$ cat src/hw/rtl/rfrc_pkg.sv
// Shared types, codes and defaults of the redundancy frame receive checker.
// Depends on nothing; every other file of the block imports it.
package rfrc_pkg;

    // Default sizing of the block
    localparam int RFRC_PORTS   = 4;
    localparam int RFRC_MAX_LEN = 1024;

    // Fixed field widths
    localparam int PORT_W   = 4;
    localparam int CFG_LEN_W = 11;
    localparam int APB_AW   = 4;
    localparam int APB_DW   = 32;

    // Item modes
    localparam logic [1:0] MODE_FRAME  = 2'd0;
    localparam logic [1:0] MODE_POLL   = 2'd1;
    localparam logic [1:0] MODE_PERIOD = 2'd2;

    // Result status codes
    localparam logic [2:0] ST_ACCEPT    = 3'd0;
    localparam logic [2:0] ST_SRC_ERR   = 3'd1;
    localparam logic [2:0] ST_LEN_ERR   = 3'd2;
    localparam logic [2:0] ST_POLL_DONE = 3'd3;
    localparam logic [2:0] ST_POLL_BAD  = 3'd4;
    localparam logic [2:0] ST_PERIOD    = 3'd5;

    // Configuration register indexes
    localparam logic [1:0] REG_EXPECTED_SLOT   = 2'd0;
    localparam logic [1:0] REG_FRAME_TYPE_CODE = 2'd1;
    localparam logic [1:0] REG_FIRST_PORT      = 2'd2;
    localparam logic [1:0] REG_CONFIGURED_LEN  = 2'd3;

    typedef struct packed {
        logic [1:0]  mode;
        logic        right_train;
        logic [7:0]  delivered_slot;
        logic [7:0]  frame_type;
        logic [7:0]  header_slot;
        logic [7:0]  source_port;
        logic [15:0] frame_len;
        logic [15:0] frame_seq;
        logic [31:0] frame_tag;
        logic [7:0]  poll_port;
    } t_in_word;

    typedef struct packed {
        logic [2:0]  status;
        logic [3:0]  port;
        logic        repeat_res;
        logic        in_sequence;
        logic        data_held;
        logic [31:0] lost_count;
        logic [31:0] good_count;
        logic [31:0] held_tag;
        logic [31:0] ok_total;
        logic [31:0] repeat_total;
        logic [31:0] source_err_total;
        logic [31:0] length_err_total;
    } t_out_word;

    typedef struct packed {
        logic [7:0]           expected_slot;
        logic [7:0]           frame_type_code;
        logic [7:0]           first_port;
        logic [CFG_LEN_W-1:0] configured_len;
    } t_cfg;

    // Classification of one word, handed from the checker to the port state
    typedef struct packed {
        logic              has_result;
        logic [2:0]        status;
        logic              port_known;
        logic [PORT_W-1:0] pidx;
    } t_chk;

endpackage

$ cat src/hw/rtl/redundant_frame_rx_checker_core.sv
// Redundancy frame receive checker, top level.
// A word passes the input register, then the result register, before its result
// is valid; one word per cycle is sustained while the output is not stalled, set by
// the per-port state update that lies between the two registers.
// Reset (synchronous, active low) clears all port state, totals, configuration
// registers and both pipeline valids. Depends on rfrc_pkg and the rfrc_* modules.
module redundant_frame_rx_checker_core #(
    parameter int PORTS   = rfrc_pkg::RFRC_PORTS,
    parameter int MAX_LEN = rfrc_pkg::RFRC_MAX_LEN
) (
    input  logic                        i_clk,
    input  logic                        i_rst_n,
    input  logic                        i_in_valid,
    input  rfrc_pkg::t_in_word          i_in_word,
    output logic                        o_in_stall,
    output logic                        o_out_valid,
    output rfrc_pkg::t_out_word         o_out_word,
    input  logic                        i_out_stall,
    input  logic                        psel,
    input  logic                        penable,
    input  logic                        pwrite,
    input  logic [rfrc_pkg::APB_AW-1:0] paddr,
    input  logic [rfrc_pkg::APB_DW-1:0] pwdata,
    output logic [rfrc_pkg::APB_DW-1:0] prdata,
    output logic                        pready
);
    import rfrc_pkg::*;

    logic      r_in_valid;
    t_in_word  r_in_word;
    logic      r_out_valid;
    t_out_word r_out_word;
    logic      advance;
    t_cfg      cfg;
    t_chk      chk;
    t_out_word result;

    // Move the held word forward when the result slot is free
    assign advance    = r_in_valid && (!r_out_valid || !i_out_stall);
    assign o_in_stall = r_in_valid && !advance;

    // Input register
    always_ff @(posedge i_clk) begin
        if (!i_rst_n) begin
            r_in_valid <= 1'b0;
        end else if (!o_in_stall) begin
            r_in_valid <= i_in_valid;
        end
    end

    always_ff @(posedge i_clk) begin
        if (i_in_valid && !o_in_stall) begin
            r_in_word <= i_in_word;
        end
    end

    rfrc_cfg_regs u_cfg (
        .i_clk   (i_clk),
        .i_rst_n (i_rst_n),
        .psel    (psel),
        .penable (penable),
        .pwrite  (pwrite),
        .paddr   (paddr),
        .pwdata  (pwdata),
        .prdata  (prdata),
        .pready  (pready),
        .o_cfg   (cfg)
    );

    rfrc_frame_check #(
        .PORTS   (PORTS),
        .MAX_LEN (MAX_LEN)
    ) u_check (
        .i_word (r_in_word),
        .i_cfg  (cfg),
        .o_chk  (chk)
    );

    rfrc_port_state #(
        .PORTS   (PORTS),
        .MAX_LEN (MAX_LEN)
    ) u_state (
        .i_clk    (i_clk),
        .i_rst_n  (i_rst_n),
        .i_fire   (advance),
        .i_word   (r_in_word),
        .i_chk    (chk),
        .o_result (result)
    );

    // Result register; a word of unused mode leaves no result
    always_ff @(posedge i_clk) begin
        if (!i_rst_n) begin
            r_out_valid <= 1'b0;
        end else if (advance) begin
            r_out_valid <= chk.has_result;
        end else if (!i_out_stall) begin
            r_out_valid <= 1'b0;
        end
    end

    always_ff @(posedge i_clk) begin
        if (advance) begin
            r_out_word <= result;
        end
    end

    assign o_out_valid = r_out_valid;
    assign o_out_word  = r_out_word;

endmodule

$ cat src/hw/rtl/rfrc_cfg_regs.sv
// APB configuration registers of the redundancy frame receive checker.
// Depends on rfrc_pkg.
module rfrc_cfg_regs (
    input  logic                       i_clk,
    input  logic                       i_rst_n,
    input  logic                       psel,
    input  logic                       penable,
    input  logic                       pwrite,
    input  logic [rfrc_pkg::APB_AW-1:0] paddr,
    input  logic [rfrc_pkg::APB_DW-1:0] pwdata,
    output logic [rfrc_pkg::APB_DW-1:0] prdata,
    output logic                       pready,
    output rfrc_pkg::t_cfg             o_cfg
);
    import rfrc_pkg::*;

    logic [7:0]           r_expected_slot;
    logic [7:0]           r_frame_type_code;
    logic [7:0]           r_first_port;
    logic [CFG_LEN_W-1:0] r_configured_len;
    logic [1:0]           reg_idx;
    logic                 wr_en;

    assign reg_idx = paddr[3:2];
    assign wr_en   = psel && penable && pwrite;
    assign pready  = 1'b1;

    // Write the addressed register in the access cycle
    always_ff @(posedge i_clk) begin
        if (!i_rst_n) begin
            r_expected_slot   <= '0;
            r_frame_type_code <= '0;
            r_first_port      <= '0;
            r_configured_len  <= '0;
        end else if (wr_en) begin
            case (reg_idx)
                REG_EXPECTED_SLOT:   r_expected_slot   <= pwdata[7:0];
                REG_FRAME_TYPE_CODE: r_frame_type_code <= pwdata[7:0];
                REG_FIRST_PORT:      r_first_port      <= pwdata[7:0];
                REG_CONFIGURED_LEN:  r_configured_len  <= pwdata[CFG_LEN_W-1:0];
                default: ;
            endcase
        end
    end

    // Read back the addressed register
    always_comb begin
        case (reg_idx)
            REG_EXPECTED_SLOT:   prdata = {24'd0, r_expected_slot};
            REG_FRAME_TYPE_CODE: prdata = {24'd0, r_frame_type_code};
            REG_FIRST_PORT:      prdata = {24'd0, r_first_port};
            REG_CONFIGURED_LEN:  prdata = {{(APB_DW-CFG_LEN_W){1'b0}}, r_configured_len};
            default:             prdata = '0;
        endcase
    end

    assign o_cfg.expected_slot   = r_expected_slot;
    assign o_cfg.frame_type_code = r_frame_type_code;
    assign o_cfg.first_port      = r_first_port;
    assign o_cfg.configured_len  = r_configured_len;

endmodule

$ cat src/hw/rtl/rfrc_frame_check.sv
// Header source and length checks, poll port range check: classifies a word.
// Depends on rfrc_pkg.
module rfrc_frame_check #(
    parameter int PORTS   = rfrc_pkg::RFRC_PORTS,
    parameter int MAX_LEN = rfrc_pkg::RFRC_MAX_LEN
) (
    input  rfrc_pkg::t_in_word i_word,
    input  rfrc_pkg::t_cfg     i_cfg,
    output rfrc_pkg::t_chk     o_chk
);
    import rfrc_pkg::*;

    localparam logic [15:0] MaxLen16 = 16'(MAX_LEN);
    localparam logic [8:0]  Ports9   = 9'(PORTS);

    logic [7:0]  port_diff;
    logic        src_ok;
    logic [15:0] cfg_len16;
    logic [15:0] eff_len;
    logic        len_err;
    logic        poll_ok;

    // Source: train, both slots, type and port window
    assign port_diff = i_word.source_port - i_cfg.first_port;
    assign src_ok = i_word.right_train
                 && (i_word.delivered_slot == i_cfg.expected_slot)
                 && (i_word.frame_type == i_cfg.frame_type_code)
                 && (i_word.header_slot == i_cfg.expected_slot)
                 && (i_word.source_port >= i_cfg.first_port)
                 && ({1'b0, port_diff} < Ports9);

    // Length: check against the clamped configured length if set, and 1..MAX_LEN
    assign cfg_len16 = {{(16-CFG_LEN_W){1'b0}}, i_cfg.configured_len};
    assign eff_len   = (cfg_len16 > MaxLen16) ? MaxLen16 : cfg_len16;
    assign len_err   = ((eff_len != 16'd0) && (i_word.frame_len != eff_len))
                    || (i_word.frame_len == 16'd0)
                    || (i_word.frame_len > MaxLen16);

    assign poll_ok = ({1'b0, i_word.poll_port} < Ports9);

    always_comb begin
        o_chk = '0;
        case (i_word.mode)
            MODE_FRAME: begin
                o_chk.has_result = 1'b1;
                if (!src_ok) begin
                    o_chk.status = ST_SRC_ERR;
                end else begin
                    o_chk.port_known = 1'b1;
                    o_chk.pidx       = port_diff[PORT_W-1:0];
                    o_chk.status     = len_err ? ST_LEN_ERR : ST_ACCEPT;
                end
            end
            MODE_POLL: begin
                o_chk.has_result = 1'b1;
                if (!poll_ok) begin
                    o_chk.status = ST_POLL_BAD;
                end else begin
                    o_chk.status     = ST_POLL_DONE;
                    o_chk.port_known = 1'b1;
                    o_chk.pidx       = i_word.poll_port[PORT_W-1:0];
                end
            end
            MODE_PERIOD: begin
                o_chk.has_result = 1'b1;
                o_chk.status     = ST_PERIOD;
            end
            default: ;
        endcase
    end

endmodule

$ cat src/hw/rtl/rfrc_port_state.sv
// Per-port sequence, repeat, tag and poll state plus the global totals.
// Updates on each advancing word and builds its result. Depends on rfrc_pkg.
module rfrc_port_state #(
    parameter int PORTS   = rfrc_pkg::RFRC_PORTS,
    parameter int MAX_LEN = rfrc_pkg::RFRC_MAX_LEN
) (
    input  logic                i_clk,
    input  logic                i_rst_n,
    input  logic                i_fire,
    input  rfrc_pkg::t_in_word  i_word,
    input  rfrc_pkg::t_chk      i_chk,
    output rfrc_pkg::t_out_word o_result
);
    import rfrc_pkg::*;

    localparam int PIDX_W = (PORTS > 1) ? $clog2(PORTS) : 1;
    localparam int LEN_W  = $clog2(MAX_LEN + 1);

    logic [15:0]      r_seq_base  [PORTS];
    logic             r_held_valid[PORTS];
    logic [LEN_W-1:0] r_held_len  [PORTS];
    logic [31:0]      r_tag       [PORTS];
    logic             r_seq_ok    [PORTS];
    logic             r_prev_ok   [PORTS];
    logic [31:0]      r_prev_tag  [PORTS];
    logic             r_polled    [PORTS];
    logic [31:0]      r_lost      [PORTS];
    logic [31:0]      r_good      [PORTS];
    logic [31:0]      r_ok_total;
    logic [31:0]      r_rep_total;
    logic [31:0]      r_src_total;
    logic [31:0]      r_len_total;

    logic [PIDX_W-1:0] sel;
    logic [15:0]       n_seq_base;
    logic              n_held_valid;
    logic [LEN_W-1:0]  n_held_len;
    logic [31:0]       n_tag;
    logic              n_seq_ok;
    logic              n_prev_ok;
    logic [31:0]       n_prev_tag;
    logic              n_polled;
    logic [31:0]       n_lost;
    logic [31:0]       n_good;
    logic [31:0]       n_ok_total;
    logic [31:0]       n_rep_total;
    logic [31:0]       n_src_total;
    logic [31:0]       n_len_total;
    logic              rep;
    logic              stale;

    assign sel = i_chk.pidx[PIDX_W-1:0];

    // Next state of the selected port and of the totals
    always_comb begin
        n_seq_base   = r_seq_base[sel];
        n_held_valid = r_held_valid[sel];
        n_held_len   = r_held_len[sel];
        n_tag        = r_tag[sel];
        n_seq_ok     = r_seq_ok[sel];
        n_prev_ok    = r_prev_ok[sel];
        n_prev_tag   = r_prev_tag[sel];
        n_polled     = r_polled[sel];
        n_lost       = r_lost[sel];
        n_good       = r_good[sel];
        n_ok_total   = r_ok_total;
        n_rep_total  = r_rep_total;
        n_src_total  = r_src_total;
        n_len_total  = r_len_total;
        rep          = 1'b0;
        stale        = 1'b0;
        if (i_chk.has_result) begin
            case (i_chk.status)
                ST_ACCEPT: begin
                    rep = r_held_valid[sel]
                       && ({{(16-LEN_W){1'b0}}, r_held_len[sel]} == i_word.frame_len)
                       && (r_tag[sel] == i_word.frame_tag);
                    n_tag = i_word.frame_tag;
                    if (i_word.frame_seq == r_seq_base[sel] + 16'd1) begin
                        n_seq_ok = 1'b1;
                        n_good   = r_good[sel] + 32'd1;
                    end else begin
                        n_seq_ok = 1'b0;
                        n_lost   = r_lost[sel] + 32'd1;
                    end
                    n_seq_base   = i_word.frame_seq;
                    n_held_len   = i_word.frame_len[LEN_W-1:0];
                    n_held_valid = 1'b1;
                    n_ok_total   = r_ok_total + 32'd1;
                    if (rep) begin
                        n_rep_total = r_rep_total + 32'd1;
                    end
                end
                ST_SRC_ERR: n_src_total = r_src_total + 32'd1;
                ST_LEN_ERR: n_len_total = r_len_total + 32'd1;
                ST_POLL_DONE: begin
                    // Stale-tag check runs once per period
                    if (!r_polled[sel]) begin
                        stale = r_seq_ok[sel] && r_prev_ok[sel]
                             && (r_prev_tag[sel] == r_tag[sel]);
                        if (stale) begin
                            n_seq_ok     = 1'b0;
                            n_held_valid = 1'b0;
                        end
                        n_prev_ok  = n_seq_ok;
                        n_prev_tag = r_tag[sel];
                        n_polled   = 1'b1;
                    end
                end
                default: ;
            endcase
        end
    end

    // Commit the selected port and the totals
    always_ff @(posedge i_clk) begin
        if (!i_rst_n) begin
            for (int i = 0; i < PORTS; i++) begin
                r_seq_base[i]   <= '0;
                r_held_valid[i] <= 1'b0;
                r_held_len[i]   <= '0;
                r_tag[i]        <= '0;
                r_seq_ok[i]     <= 1'b0;
                r_prev_ok[i]    <= 1'b0;
                r_prev_tag[i]   <= '0;
                r_polled[i]     <= 1'b0;
                r_lost[i]       <= '0;
                r_good[i]       <= '0;
            end
            r_ok_total  <= '0;
            r_rep_total <= '0;
            r_src_total <= '0;
            r_len_total <= '0;
        end else if (i_fire) begin
            if (i_chk.has_result && i_chk.port_known) begin
                r_seq_base[sel]   <= n_seq_base;
                r_held_valid[sel] <= n_held_valid;
                r_held_len[sel]   <= n_held_len;
                r_tag[sel]        <= n_tag;
                r_seq_ok[sel]     <= n_seq_ok;
                r_prev_ok[sel]    <= n_prev_ok;
                r_prev_tag[sel]   <= n_prev_tag;
                r_polled[sel]     <= n_polled;
                r_lost[sel]       <= n_lost;
                r_good[sel]       <= n_good;
            end
            // Re-arm the polls of every port
            if (i_chk.has_result && (i_chk.status == ST_PERIOD)) begin
                for (int i = 0; i < PORTS; i++) begin
                    r_polled[i] <= 1'b0;
                end
            end
            r_ok_total  <= n_ok_total;
            r_rep_total <= n_rep_total;
            r_src_total <= n_src_total;
            r_len_total <= n_len_total;
        end
    end

    // Build the result from the state after the word
    always_comb begin
        o_result                  = '0;
        o_result.status           = i_chk.status;
        o_result.ok_total         = n_ok_total;
        o_result.repeat_total     = n_rep_total;
        o_result.source_err_total = n_src_total;
        o_result.length_err_total = n_len_total;
        if (i_chk.port_known) begin
            o_result.port        = i_chk.pidx;
            o_result.repeat_res  = rep;
            o_result.in_sequence = n_seq_ok;
            o_result.data_held   = n_held_valid;
            o_result.lost_count  = n_lost;
            o_result.good_count  = n_good;
            o_result.held_tag    = n_tag;
        end
    end

endmodule

$ cat config.mk
export PLATFORM = sky130hd
export DESIGN_NAME = redundant_frame_rx_checker_core
export DESIGN_NICKNAME = d
export VERILOG_FILES = /design/src/hw/rtl/rfrc_pkg.sv /design/src/hw/rtl/redundant_frame_rx_checker_core.sv /design/src/hw/rtl/rfrc_cfg_regs.sv /design/src/hw/rtl/rfrc_frame_check.sv /design/src/hw/rtl/rfrc_port_state.sv
export SDC_FILE = /design/constraint.sdc
export NUM_CORES = 2
export LEC_CHECK = 0
export ABC_AREA = 1
export BUFFER_PORTS_ARGS = -buffer_cell sky130_fd_sc_hd__buf_4
export CAP_MARGIN = 30
export CORE_MARGIN = 5
export CORE_UTILIZATION = 60
export CTS_CLUSTER_SIZE = 40
export DETAILED_ROUTE_END_ITERATION = 12
export PLACE_DENSITY = 0.88
export SLEW_MARGIN = 40
export SYNTH_ARGS = -nofsm -noshare
export SYNTH_HDL_FRONTEND = slang
export SYNTH_SLANG_ARGS = --single-unit
$ cat constraint.sdc
create_clock -name i_clk -period 37.9 [get_ports i_clk]
set_input_delay 3.79 -clock i_clk [delete_from_list [all_inputs] [get_ports i_clk]]
set_output_delay 3.79 -clock i_clk [all_outputs]
set_load 0.01 [all_outputs]
# Word-level counts from Yosys, hierarchy flattened
# Memory sizes are Yosys's and may differ from the RTL's.
# Index checks and enable logic that the tools add are counted.
op_classes:
  addsub: 8
  n_lt_le_gt_ge: 5
  bitwise_logic: 4
  n_mux: 92
  n_reduce_logical: 44
  eq_ne: 18
ops:
  columns: ["op", "n"]
  rows:
  - ["two-way mux 32 bit", 24]
  - ["adder 32 x 1 -> 32 bit (second input constant)", 6]
  - ["case mux 32 bit (4 select lines)", 1]
  - ["OR reduction 32 bit", 4]
  - ["equality test 32 bit", 2]
  - ["two-way mux 16 bit", 3]
  - ["two-way mux 11 bit", 4]
  - ["two-way mux 1 bit", 41]
  - ["equality test 8 bit", 3]
  - ["two-way mux 2 bit", 11]
  - ["logical AND 1 bit", 17]
  - ["adder 16 x 1 -> 16 bit (second input constant)", 1]
  - ["equality test 11 x 16 -> 1 bit", 1]
  - ["equality test 16 bit", 1]
  - ["greater-than comparator 16 x 11 -> 1 bit (second input constant)", 1]
  - ["logical NOT 16 bit", 1]
  - ["< comparator 8 x 3 -> 1 bit (second input constant)", 2]
  - ["!= test 16 bit", 1]
  - ["nonzero test 16 bit", 1]
  - ["OR reduction 16 bit", 1]
  - ["case mux 4 bit (3 select lines)", 1]
  - ["greater-than comparator 11 bit (second input constant)", 1]
  - ["OR reduction 11 bit", 1]
  - ["two-way mux 5 bit", 2]
  - ["other kinds (19)", 40]
word_totals:
  ff_bits: 506
  mem_bits_rw: 636
  out_inout_bits: 269
  n_memories: 10
  inputBits: 150
  word_cells: 213
memory_table:
  columns: ["memory", "depth", "width", "read_ports", "rd_ports_with_merged_regs", "write_ports", "line_no", "rtl"]
  rows:
  - ["u_state.r_good", 4, 32, 1, 0, 4, "rfrc_port_state.sv:28", "logic [31:0] r_good [PORTS];"]
  - ["u_state.r_lost", 4, 32, 1, 0, 4, "rfrc_port_state.sv:27", "logic [31:0] r_lost [PORTS];"]
  - ["u_state.r_prev_tag", 4, 32, 1, 0, 4, "rfrc_port_state.sv:25", "logic [31:0] r_prev_tag [PORTS];"]
  - ["u_state.r_tag", 4, 32, 1, 0, 4, "rfrc_port_state.sv:22", "logic [31:0] r_tag [PORTS];"]
  - ["u_state.r_seq_base", 4, 16, 1, 0, 4, "rfrc_port_state.sv:19", "logic [15:0] r_seq_base [PORTS];"]
  - ["u_state.r_held_len", 4, 11, 1, 0, 4, "rfrc_port_state.sv:21", "logic [LEN_W-1:0] r_held_len [PORTS];"]
  - ["+4 memories", null, null, null, null, null, null, null]

# Depth between registers and ports, before layout
logic_depth:
  ltp_word: 17
  mapped_depth: 39
  depth_no_buf: 37

# By module
# Synthesis repeated with hierarchy kept, for this count alone.
unflattened:
  cells_unflattened: 5773
  hier_area_um2: 53640.2
modules_own_cells:
  columns: ["mod", "n_inst", "area_per_inst_um2", "seq_area_each_um2", "cells_each"]
  rows:
  - ["rfrc_port_state", 1, 40301.2, 21540.7, 4919]
  - ["redundant_frame_rx_checker_core", 1, 10337.4, 10279.9, 354]
  - ["rfrc_cfg_regs", 1, 1834.3, 700.7, 286]
  - ["rfrc_frame_check", 1, 1167.4, 0.0, 214]

# Worst setup path after synthesis
# No wires, ideal clock.
synth_path:
  kind: "input -> register"
  start: "in i_out_stall"
  end: "mem u_state.r_polled[3], enable pin"
  stages: 8
  setup_ns: 0.350
  t_arrival_ns: 16.437
  n_path_buf: 0
  setup_slack_ns: 21.112
  required_ns: 37.550
  path_cell_list: "nand2_1 -> inv_1 -> nor2_1 -> inv_1 -> nor2_1 -> inv_1 -> o21ai_0 -> or2_2"
synth_lines:
  columns: ["element", "line_no", "rtl"]
  rows:
  - ["start: declaration", "redundant_frame_rx_checker_core.sv:18", "input logic i_out_stall,"]
  - ["end: declaration", "rfrc_port_state.sv:26", "logic r_polled [PORTS];"]

# Final worst setup path
layout_path:
  start: "in paddr[3] (netlist bit)"
  end: "out prdata[1] (netlist bit)"
layout_between:
  elab_chain_len: 2
  word_cells_on_any_way: 5
  cone_classes: "3 x eq/ne; 1 x mux; 1 x reduce/logical"
layout_lines:
  columns: ["element", "line_no", "rtl"]
  rows:
  - ["start: declaration", "redundant_frame_rx_checker_core.sv:22", "input logic [rfrc_pkg::APB_AW-1:0] paddr,"]
  - ["equality test 2 bit (tied with other cells)", "rfrc_cfg_regs.sv:48", "case (reg_idx)"]
  - ["case mux 32 bit (4 select lines) (*)", "rfrc_cfg_regs.sv:48", null]
  - ["end: declaration", "redundant_frame_rx_checker_core.sv:24", "output logic [rfrc_pkg::APB_DW-1:0] prdata,"]
# Mark *: on every way between the ends. The rest lies on a longest branch, timed or not. The select of a mux whose other input is x is not followed.

==> metrics.csv <==
metric;value;unit
Clock Path Buffers;3;
Async SR Flop Fraction;0;%
clk sink count;1142;
vias after detailed routing;44300;
power per cell area;44.4;nW/um^2
initial antenna violation count;5;
multiplexer share of the synthesized area;0;%
largest net degree at the start of global routing;135;
sequential share of the synthesized area;59.8;%
Final Hold Vio Count;0;
Final setup viols;0;
synth cell count leaders;nand2_1, nor2_1, edfxtp_1;
Syn. warnings;0;
critical path data required time;34.11;ns
fill count;6382;
most numerous cell in the Yosys netlist;nand2_1;
worst skew pair latency;0.71;ns
Netlist Area Pre-Place;54400;sq um
Post-Synthesis Cells;5876;
grt ovf;0;
worst hold path class;reg -> reg;
critical path startpoint category;input port;
relative slew slack;41.2;%
DRT Wirelength;155;mm
post-synth cell types;56;
xor and xnor area share after synthesis;2.57;%
number of port buffers;373;
min Tclk post-route;8.90;ns
Worst EP arrival;5.11;ns
max frequency;112;MHz
slowest stage delay, CP;0.50;ns
post-synth top area cell;edfxtp_1;
Tot GR Track Use;31.2;%
first-pass GRT wire length;239;mm
largest family of logic cells by synthesized area;simple AND/OR/NAND/NOR gates;
Detail Placement HPWL;98.8;mm
status;finished clean;
Crit path buffers/inverters;3;
Syn-to-layout area delta;13.4;%
peak fanout along the critical path;7;
number of antenna-violating nets in the routed design;0;
worst-margin pin slew;0.873;ns
initial DRC count;5725;
DR WL/cell;20.9;um
clock-pin slew on the worst setup and hold paths;0.06;ns
io pins;419;
complex-gate fraction of the synthesized area;7.97;%
H-Tree Depth;3;
Clock Skews;0.0396;ns
max-slew violation count;0;
root buf cell;clkbuf_16;
Std-Cell Rows;110;
vias per std cell;5.95;
RSZ-0062 raised after global routing;no;
CTS Buf Count;114;
Simple-Gate Fraction of Synth Area;21.6;%
Adder-Cell Fraction of Synth Area;0.405;%
top cell type's share of synthesized area;53.3;%
crit share post-route;23.5;%
post-place setup slack;29.06;ns
Die Ht;311;um
vias in the first global route;43700;
setup bufs post-CTS;0;
Leakage;0.0258;uW
hold_buf cts;0;
number of synthesized flops with an enable pin;965;
critical path type;in -> out;
Pre-Repair DR Iteration Count;6;
slowest library cell on the worst path;nor2_1;
Synth Area per Inst;9.25;sq um
gp weighted congestion;0.965;
PostCTS Resize Cnt;0;
maximum VDD drop;37.7;uV
Post-Route Setup TNS;0;ns
initial core utilization;60.4;%
crit-path cells;buf_4 > nor2_1 > inv_1 > o2111ai_1 > buf_4;
Synth Flop Type;edfxtp_1;
Core Box Area;90000;sq um
die width;311;um
DRC viols;0;
die area;96700;sq um
CTS tree;yes;
most frequent CP cell;buf_4;
Max Cap Viol;0;
crit end category;primary output;
Final #Nets;6332;
Yosys reg bits;1142;
Crit path max-delay family;simple AND/OR/NAND/NOR gates;
worst setup margin;29.00;ns
top cells by area, synth;edfxtp_1, nand2_1, nor2_1;
share of cells above drive strength 1;11.4;%
-- power by group --
part / switching (uW) / internal [uW] / leakage (uW)
sequential: 27.6 / 1410 / 0.0112
combinational: 130 / 58.5 / 0.0128
clock: 485 / 624 / 0.00178
-- cell usage in the layout (no fill, tap or decap), types with 10 or more instances in the layout --
master	n
nand3b_1	59
buf_6	11
nor2_4	12
clkbuf_16	119
clkinv_2	24
a21oi_1	252
nand2_1	1090
a22o_1	15
xor2_1	124
inv_1	716
nand3_2	10
inv_2	18
xnor2_1	15
ha_1	16
dfxtp_1	177
clkinv_1	20
a221oi_1	17
o21ai_1	36
o22ai_1	78
buf_4	404
nand4_1	94
nand3_1	268
o21ai_0	326
edfxtp_1	965
nor2_2	31
nor2_1	1064
conb_1	24
clkbuf_1	29
nor4_1	21
o211ai_1	38
nor3_1	72
-- metrics by stage --
| stage | hold slack, ns | cells | area (sq um) | total power [uW] | utilization [%] |
|---|---|---|---|---|---|
| 2_1_floorplan | 0.426 | 5898 | 54500 | 1580 | - |
| 3_3_place_gp | 0.436 | 7221 | 57800 | 1640 | 64.2 |
| 3_5_place_dp | 0.445 | 7225 | 58000 | 1650 | 64.4 |
| 4_1_cts | 0.459 | 7438 | 61600 | 2740 | 68.5 |
| 5_1_grt | 0.486 | 7438 | 61600 | 2820 | 68.5 |
| 6_report | 0.463 | 7439 | 61600 | 2740 | 68.5 |
-- layer usage --
metal / vias to the layer above / routed length (um) / GRT usage, %
met5: - / 34 / 0
met4: 6 / 11500 / 19.8
met3: 681 / 18200 / 6.69
met2: 3060 / 72000 / 50.4
met1: 20500 / 53600 / 38.3
li1: 20000 / - / -
-- path summary, 6_finish.rpt --
path                                                      start                               to  slack, ns  cells past startpoint
worst max-delay path                                   paddr[3]                        prdata[1]      29.00                      5
worst min-delay path            u_state.r_held_valid[2]$_DFF_P_  u_state.r_held_valid[2]$_DFF_P_       0.46                      2
worst max register to register           r_in_word[7]$_DFFE_PP_    o_out_word[182]$_SDFFCE_PN0P_      29.88                     27
worst min register to register  u_state.r_held_valid[2]$_DFF_P_  u_state.r_held_valid[2]$_DFF_P_       0.46                      2
-- worst reg2reg max path, stage by stage, from the launching register on --
cell and delay [ns]:
edfxtp_1 0.36, nor2_1 0.15, nand2_1 0.08, nor3_1 0.56
nand2_1 0.14, nor2_1 0.47, nand2_1 0.21, nand2_4 0.42
buf_4 0.77, nand2_2 0.69, inv_2 0.68, buf_4 0.57
nand2_1 0.11, nand2_1 0.09, nor2_1 0.06, inv_1 0.06
ha_1 0.20, nand3_1 0.15, inv_2 0.10, nand2_1 0.13
nor2_1 0.23, nand2_1 0.13, inv_1 0.16, nand2_1 0.20
nor3_2 0.35, nand3_1 0.20, xnor2_2 0.32, nor2_1 0.11
-- registers in the layout, indices dropped and copies added, names as in the netlist --
signal                   cells
o_out_valid                  1
u_cfg.r_first_port           8
u_cfg.r_configured_len      11
r_in_valid                   1
u_state.r_ok_total          32
u_state.r_prev_ok            4
o_out_word                 234
u_state.r_prev_tag         128
u_state.r_good             128
u_state.r_seq_base          64
u_state.r_lost             128
u_state.r_held_len          44
u_state.r_rep_total         32
u_state.r_seq_ok             4
u_state.r_held_valid         4
u_state.r_src_total         32
u_cfg.r_expected_slot        8
u_state.r_len_total         32
u_cfg.r_frame_type_code      8
u_state.r_polled             4
u_state.r_tag              128
r_in_word                  107
-- area by class of cell --
cell class                      count  area [sq um]  area share, %
Sequential cell                  1142         32500           52.8
Antenna cell                        1          2.50        0.00406
Clock inverter                     61           508          0.824
Tap cell                         1176          1470           2.39
Inverter                          746          2850           4.62
Multi-Input combinational cell   3740         17800           29.0
Timing Repair Buffer              421          3310           5.36
Clock buffer                      152          3140           5.10
-- kinds of logic (layout without fill, tap and decap cells) --
logic type,Yosys count,count (layout)
xor+xnor,150,150
flops,1142,1142
compound gates,786,786
simple gates,2763,2763
fa+ha+maj,17,17
other cells,2,25
buf+inv,1016,1380
(Power assumes the default switching activity.)
